[config.mk]
export PLATFORM = sky130hd
export DESIGN_NAME = sacbp_ctrl
export DESIGN_NICKNAME = d
export VERILOG_FILES = /design/src/rtl/sacbp_pkg.sv /design/src/rtl/sacbp_ctrl.sv
export SDC_FILE = /design/constraint.sdc
export NUM_CORES = 1
export LEC_CHECK = 0
export ABC_AREA = 1
export BUFFER_PORTS_ARGS = -buffer_cell sky130_fd_sc_hd__buf_2
export CAP_MARGIN = 20
export CELL_PAD_IN_SITES_DETAIL_PLACEMENT = 1
export CELL_PAD_IN_SITES_GLOBAL_PLACEMENT = 1
export CORE_AREA = 2 2 39 41
export CTS_CLUSTER_DIAMETER = 30
export DETAILED_ROUTE_END_ITERATION = 8
export DIE_AREA = 0 0 41 43
export MAX_ROUTING_LAYER = met4
export PLACE_DENSITY_LB_ADDON = 0.1
export SYNTH_ARGS = -nofsm -noshare
export SYNTH_HDL_FRONTEND = slang
export SYNTH_SLANG_ARGS = --single-unit
[constraint.sdc]
create_clock -name aclk -period 0.8 [get_ports aclk]
set_input_delay 0.08 -clock aclk [delete_from_list [all_inputs] [get_ports aclk]]
set_output_delay 0.08 -clock aclk [all_outputs]
set_load 0.02 [all_outputs]
[src/rtl/sacbp_pkg.sv]
// ============================================================================
// sacbp_pkg
// Shared types and constants of the set-associative cache tag engine with
// per-way recently-used bits.
// ============================================================================
package sacbp_pkg;

    // Cache geometry
    localparam int WAYS     = 8;
    localparam int SETS     = 1024;
    localparam int TAG_BITS = 20;

    localparam int WAY_BITS = (WAYS > 1) ? $clog2(WAYS) : 1;
    localparam int SET_BITS = (SETS > 1) ? $clog2(SETS) : 1;

    // Fixed field widths of the transaction payloads
    localparam int IN_SET_BITS  = 10;
    localparam int IN_TAG_BITS  = 20;
    localparam int OUT_WAY_BITS = 3;
    localparam int CNT_BITS     = 32;

    typedef struct packed {
        logic                   kind;
        logic [IN_SET_BITS-1:0] set_index;
        logic [IN_TAG_BITS-1:0] tag_value;
    } sacbp_in_t;

    typedef struct packed {
        logic                    hit;
        logic [OUT_WAY_BITS-1:0] way_used;
        logic                    evicted;
        logic                    writeback;
        logic [CNT_BITS-1:0]     read_total;
        logic [CNT_BITS-1:0]     write_total;
        logic [CNT_BITS-1:0]     hit_total;
        logic [CNT_BITS-1:0]     miss_total;
        logic [CNT_BITS-1:0]     evict_total;
        logic [CNT_BITS-1:0]     writeback_total;
    } sacbp_out_t;

    // Access kinds
    localparam logic KIND_READ  = 1'b0;
    localparam logic KIND_WRITE = 1'b1;

    // Per-set policy bits
    typedef struct packed {
        logic [WAYS-1:0] used;
        logic [WAYS-1:0] dirty;
        logic [WAYS-1:0] valid;
    } meta_row_t;

    typedef logic [WAYS-1:0][TAG_BITS-1:0] tag_row_t;

    // Controller <-> datapath
    typedef struct packed {
        logic accept;   // latch transaction, issue set read
        logic clear;    // write zero policy bits at sweep address
        logic update;   // write back set, bump counters, load result
    } ctrl_cmd_t;

    typedef struct packed {
        logic clear_last; // sweep address is the last set
        logic out_free;   // result register can take a new result
    } dp_status_t;

    typedef enum logic [1:0] {
        ST_CLEAR,
        ST_IDLE,
        ST_LOOKUP
    } state_t;

endpackage

[src/rtl/sacbp_ctrl.sv]
// ============================================================================
// sacbp_ctrl
// Sequencer: clearing sweep after reset, then accept / lookup per access.
// ============================================================================
module sacbp_ctrl (
    input  logic                  aclk,
    input  logic                  aresetn,
    input  logic                  s_valid,
    output logic                  s_ready,
    input  sacbp_pkg::dp_status_t status,
    output sacbp_pkg::ctrl_cmd_t  cmd
);

    sacbp_pkg::state_t state_reg;
    sacbp_pkg::state_t state_next;

    always_ff @(posedge aclk) begin
        if (!aresetn) begin
            state_reg <= sacbp_pkg::ST_CLEAR;
        end else begin
            state_reg <= state_next;
        end
    end

    always_comb begin
        state_next = state_reg;
        unique case (state_reg)
            sacbp_pkg::ST_CLEAR: begin
                if (status.clear_last) begin
                    state_next = sacbp_pkg::ST_IDLE;
                end
            end
            sacbp_pkg::ST_IDLE: begin
                if (s_valid) begin
                    state_next = sacbp_pkg::ST_LOOKUP;
                end
            end
            sacbp_pkg::ST_LOOKUP: begin
                if (status.out_free) begin
                    state_next = sacbp_pkg::ST_IDLE;
                end
            end
            default: begin
                state_next = sacbp_pkg::ST_CLEAR;
            end
        endcase
    end

    always_comb begin
        s_ready    = 1'b0;
        cmd        = '0;
        unique case (state_reg)
            sacbp_pkg::ST_CLEAR: begin
                cmd.clear = 1'b1;
            end
            sacbp_pkg::ST_IDLE: begin
                s_ready    = 1'b1;
                cmd.accept = s_valid;
            end
            sacbp_pkg::ST_LOOKUP: begin
                cmd.update = status.out_free;
            end
            default: begin
                cmd = '0;
            end
        endcase
    end

endmodule

==> results of run 1 <==
-- layout make-up --
type | instances | area, um^2
fill | 171 | 1126
timing repair buffer | 10 | 80.08
multi-input combinational | 11 | 67.56
sequential | 2 | 45.04
clock buffer | 3 | 22.52
inverter | 6 | 22.52
tap | 16 | 20.02
-- cells in the mapped netlist --
| cell type | n |
|---|---|
| a21boi_1 | 1 |
| dfxtp_1 | 2 |
| inv_1 | 6 |
| nand2_1 | 4 |
| nand3_1 | 2 |
| nor2_1 | 2 |
| nor3_1 | 1 |
| o21ai_0 | 1 |
-- through the flow --
step           setup TNS (ps)  instance area [um^2]  cells  hold WS (ps)  setup slack [ps]
2_1_floorplan          -83.14                 120.1     19         200.6            -48.47
3_3_place_gp           -135.4                 187.7     44         320.1            -83.18
3_5_place_dp           -127.4                 187.7     44         336.2            -83.31
4_1_cts                -722.6                 237.7     47         88.36            -204.3
5_1_grt                -898.6                 257.7     48         104.0            -217.0
6_report               -591.7                 257.7     48         95.26            -170.6
-- power by group through the flow --
stage,clock network [W],logic [W],registers (W)
floorplan,0,0.0000533,0.000119
global placement,0,0.0000882,0.000122
detailed placement,0,0.0000889,0.000121
CTS,0.000238,0.000113,0.000123
global route,0.000267,0.000135,0.000126
finish,0.000225,0.000123,0.000124
-- per-layer routing --
metal | global-route usage, % | vias up | part of all wire [%]
li1 | - | 82 | -
met1 | 5.096 | 73 | 41
met2 | 7.813 | 6 | 50
met3 | 3.141 | 2 | 4.8
met4 | 8.000 | 0 | 4.3
met5 | - | - | 0
-- worst min path at each step --
stage	start	end	slack, ps	cells after the start
after detailed placement	aresetn	state_reg[0]	340	3
after CTS	aresetn	state_reg[0]	90	3
after global routing	aresetn	state_reg[0]	100	3
final	aresetn	state_reg[0]	100	3
after global placement	aresetn	state_reg[0]	320	3
after floorplan	aresetn	state_reg[0]	200	2
-- worst register-to-register path, delay by kind of cell, from the launching register on --
family / cells / cell delay [ps]
buffers and inverters: 2 / 220
and+or+nand+nor: 1 / 90
DFF: 1 / 320
AOI/OAI and AO/OA: 1 / 100
-- repair_timing --
item,CTS,global route
setup endpoints to repair,6,6
hold buffers,0,0
buffers inserted,0,1
pin swaps,2,5
resized for setup,11,5
-- logic make-up after synthesis --
| kind of cell | count (synthesis) | share of synthesized area [%] |
|---|---|---|
| DFF | 2 | 35.56 |
| and+or+nand+nor | 9 | 33.33 |
| buffers and inverters | 6 | 20.00 |
| AOI/OAI and AO/OA | 2 | 11.11 |
==> reports/metrics.cfg, run 1 <==
[floorplan]
placementRows = 14
coreArea_um2 = 1384
start_util_pct = 8.137
die_area_um2 = 1763
ios = 9
die_w_um = 41
die_h_um = 43

[clock_network]
clock_sinks = 2
cts-root-buf = clkbuf_4
clk_latency_ps = 220
clockBufferDepth = 2
cts_buffers = 3
htreeDepth = 1
cts_tree = yes
clkTransAtPathRegs_ps = 30

[setup_path]
critPathTopFamily = flip-flops
reg2reg_to = state_reg[1]
path_cells = nor3_2 > buf_4
end_kind = primary output
startpoint_type = flop
crit_type = flop to primary output
cp_slowest_cell = dfxtp_4
r2r_cells = 4
cpPeakStageDelay_ps = 360
crit_fanout = 6
cp_num_cells = 2
crit_required_ps = 720
cp-endpoint = cmd[0]
cp_data_arrival_time_ps = 890
crit_buf_inv = 1
crit_start = state_reg[0]
r2r_start = state_reg[1]
r2r_setup_slack_ps = 0

[detailed_routing]
drt_iter0_markers = 1
routedWlPerCell_um = 8.250
wirelength_um = 396
vias = 163
drc = 0
vias_per_cell = 3.396
first_pass_iters = 2
ant_nets = 0

[global_route]
grtUsageTotal_pct = 6.051
overflow = 0
grt_max_degree = 7
grt_pass1_vias = 147
grt_pass1_wl_um = 607
antenna_found_initial = 0

[layout]
antenna_cells = 0
drive_gt1_share_pct = 65.63
most-common-layout-cells = nand2_1 (4), buf_2 (4), buf_6 (4)
areaGrowthSynthToFinish_pct = 128.9
final_util_pct = 18.63
final_nets = 39
largest_register_ffs = 2

[synthesis]
yosys.area.top_type = dfxtp_1
syn_inst = 19
synth_area_leaders = dfxtp_1 (36%), inv_1 (20%), nand2_1 (13%)
synth_area_um2 = 112.6
ys_warn_count = 0
ys_seq_elements = 2
synth_top_area_share_pct = 35.56
synth-seq-area-share_pct = 35.56
synthesis.nets = 24
ys_types = 8
syn_area_per_cell_um2 = 5.927

[timing]
finalHoldViolCount = 0
slew_violations = 0
fin_ws_ps = -170.6
grt_setup_unrepaired = true
worst_pin_slew_ps = 137.4
setup_viol = 5
finalClockSkew_ps = 1.127
max_freq_ghz = 1.030
slew_headroom_pct = 90.74
finalCritPeriodShare_pct = 121.3
period_minus_slack_ps = 970.6

[pwr]
power_density_nw_per_um2 = 1833
clkPwrFrac_pct = 47.6
switching_share_pct = 28.30
pwr-share-seq_pct = 26.3
ir_drop_v = 0.0005346
total_power_w = 0.0004725
leakagePower_nw = 0.1369
combPwrFrac_pct = 26.1
internal_power_w = 0.0003387
p_sw_w = 0.0001337

[flow_run]
drv_cap = 0

[placement]
port_buffers = 8
hpwl_um = 278.7
gp_congestion = 0.6425

[run_status]
status = finished, violations left
violations = negative setup slack

[min_path]
min-delay-path-class = input pin to flop

(Power assumes the default switching activity.)
==> run 2, diff against run 1 <==
--- a/config.mk
+++ b/config.mk
@@ -6,7 +6,6 @@
 export NUM_CORES = 1
 export LEC_CHECK = 0
 export ABC_AREA = 1
-export BUFFER_PORTS_ARGS = -buffer_cell sky130_fd_sc_hd__buf_2
 export CAP_MARGIN = 20
 export CELL_PAD_IN_SITES_DETAIL_PLACEMENT = 1
 export CELL_PAD_IN_SITES_GLOBAL_PLACEMENT = 1
@@ -14,6 +13,7 @@
 export CTS_CLUSTER_DIAMETER = 30
 export DETAILED_ROUTE_END_ITERATION = 8
 export DIE_AREA = 0 0 41 43
+export DONT_BUFFER_PORTS = 1
 export MAX_ROUTING_LAYER = met4
 export PLACE_DENSITY_LB_ADDON = 0.1
 export SYNTH_ARGS = -nofsm -noshare
==> run 2 against run 1 <==
The flow still finishes with violations (negative setup slack); setup slack got worse by 0.66 ps; first-iteration DRC count decreased by 100%; combinational power decreased by 31%; clock power about the same; fmax about the same; global-route usage decreased by 0.10 points.
==> reports/metrics.cfg, run 2 (synthesized netlist as in run 1, its figures left out) <==
[timing]
slew_violations = 0
period_minus_slack_ps = 971.2
slew_headroom_pct = 90.30
max_freq_ghz = 1.030
finalClockSkew_ps = 3.639
finalCritPeriodShare_pct = 121.4
worst_pin_slew_ps = 144.0
setup_viol = 4
fin_ws_ps = -171.2
tns_ps = -495.6
grt_setup_unrepaired = true
finalHoldViolCount = 0

[clock_network]
postCtsSetupBuffers = 0
cts-root-buf = clkbuf_4
clockBufferDepth = 2
cts_buffers = 3
htreeDepth = 1
cts_tree = yes
clkTransAtPathRegs_ps = 30
clk_latency_ps = 220
clock_sinks = 2

[layout]
design_area_um2 = 209.0
stdcell_count = 42
final_util_pct = 15.10
final_nets = 33
areaGrowthSynthToFinish_pct = 85.56
antenna_cells = 0
largest_register_ffs = 2
layout_commonest_cell = nand2_1
drive_gt1_share_pct = 46.15
most-common-layout-cells = nand2_1 (4), inv_1 (3), clkbuf_4 (3)

[min_path]
min_path_cells = 3
hold_end = state_reg[0]
worstHoldStart = s_valid
min-delay-path-class = input pin to flop

[floorplan]
start_util_pct = 8.137
coreArea_um2 = 1384
die_h_um = 43
die_w_um = 41
ios = 9
die_area_um2 = 1763
placementRows = 14

[detailed_routing]
vias_per_cell = 3.286
routedWlPerCell_um = 8.333
wirelength_um = 350
drt_iter0_markers = 0
first_pass_iters = 1
vias = 138
ant_nets = 0
drc = 0

[setup_path]
crit_required_ps = 720
r2r_start = state_reg[1]
cp_data_arrival_time_ps = 890
end_kind = primary output
reg2reg_to = state_reg[0]
startpoint_type = flop
r2r_cells = 4
r2r_setup_slack_ps = 40
crit_type = flop to primary output
crit_fanout = 6
crit_start = state_reg[0]

[pwr]
clkPwrFrac_pct = 52.0
internal_power_w = 0.0003095
power_density_nw_per_um2 = 2058
leakagePower_nw = 0.1055
switching_share_pct = 28.02
pwr-share-seq_pct = 28.3
combPwrFrac_pct = 19.7
p_sw_w = 0.0001205
ir_drop_v = 0.0006754

[run_status]
violations = negative setup slack
status = finished, violations left

[placement]
gp_congestion = 0.6034
placed_cells = 37
port_buffers = 0
placed_area_um2 = 155.1

[global_route]
grtUsageTotal_pct = 5.949
grt_pass1_wl_um = 593
grt_pass1_vias = 155
antenna_found_initial = 0
grt_max_degree = 7
overflow = 0

[flow_run]
drv_cap = 0

## run 2: layout make-up
| cell class | instances | area (um^2) |
|---|---|---|
| Multi-Input combinational cell | 11 | 57.56 |
| Clock buffer | 3 | 22.52 |
| Fill cell | 167 | 1175 |
| Inverter | 6 | 25.02 |
| Sequential cell | 2 | 45.04 |
| Tap cell | 16 | 20.02 |
| Timing Repair Buffer | 4 | 38.79 |
## run 2: power groups by stage
stage	sequential (W)	clock, W	combinational [W]
2_1_floorplan	0.000119	0	0.0000533
3_3_place_gp	0.000123	0	0.0000714
3_5_place_dp	0.000122	0	0.0000718
4_1_cts	0.000123	0.000238	0.0000780
5_1_grt	0.000124	0.000261	0.0000932
6_report	0.000122	0.000224	0.0000847
## run 2: worst max path at each step
| stage | slack (ps) | end | depth (start not counted) |
|---|---|---|---|
| 4_1_cts | -190 | cmd[0] | 2 |
| 5_1_grt | -210 | cmd[0] | 2 |
| 6_report | -170 | cmd[0] | 2 |
| 3_3_place_gp | -70 | cmd[0] | 3 |
| 3_5_place_dp | -60 | cmd[0] | 3 |
| 2_1_floorplan | -50 | state_reg[0] | 4 |
## run 2: critical path, stage by stage, from the launching register on
cell and delay (ps):
dfxtp_2 340, nor3_2 170, buf_4 160
## run 2: what timing repair did
action	4_1_cts	5_1_grt
hold buffers	1	1
cloned	0	0
hold endpoints to repair	1	1
setup endpoints to repair	6	4
pin swaps	1	0
gates resized for setup	5	3
## run 2: stage by stage
| stage | power (W) | hold WS, ps | setup slack [ps] |
|---|---|---|---|
| after CTS | 0.0004389 | 0.7976 | -188.0 |
| final | 0.0004300 | 45.66 | -171.2 |
| after global placement | 0.0001943 | 213.5 | -66.57 |
| after floorplan | 0.0001724 | 200.6 | -48.47 |
| after detailed placement | 0.0001941 | 224.2 | -57.66 |
| after global routing | 0.0004778 | 56.47 | -207.5 |
## run 2: routing by layer
metal	global-route usage [%]	share of wire, %
met4	8.000	7.4
met2	5.938	44
met1	5.732	40
met3	4.712	7.4
met5	-	0
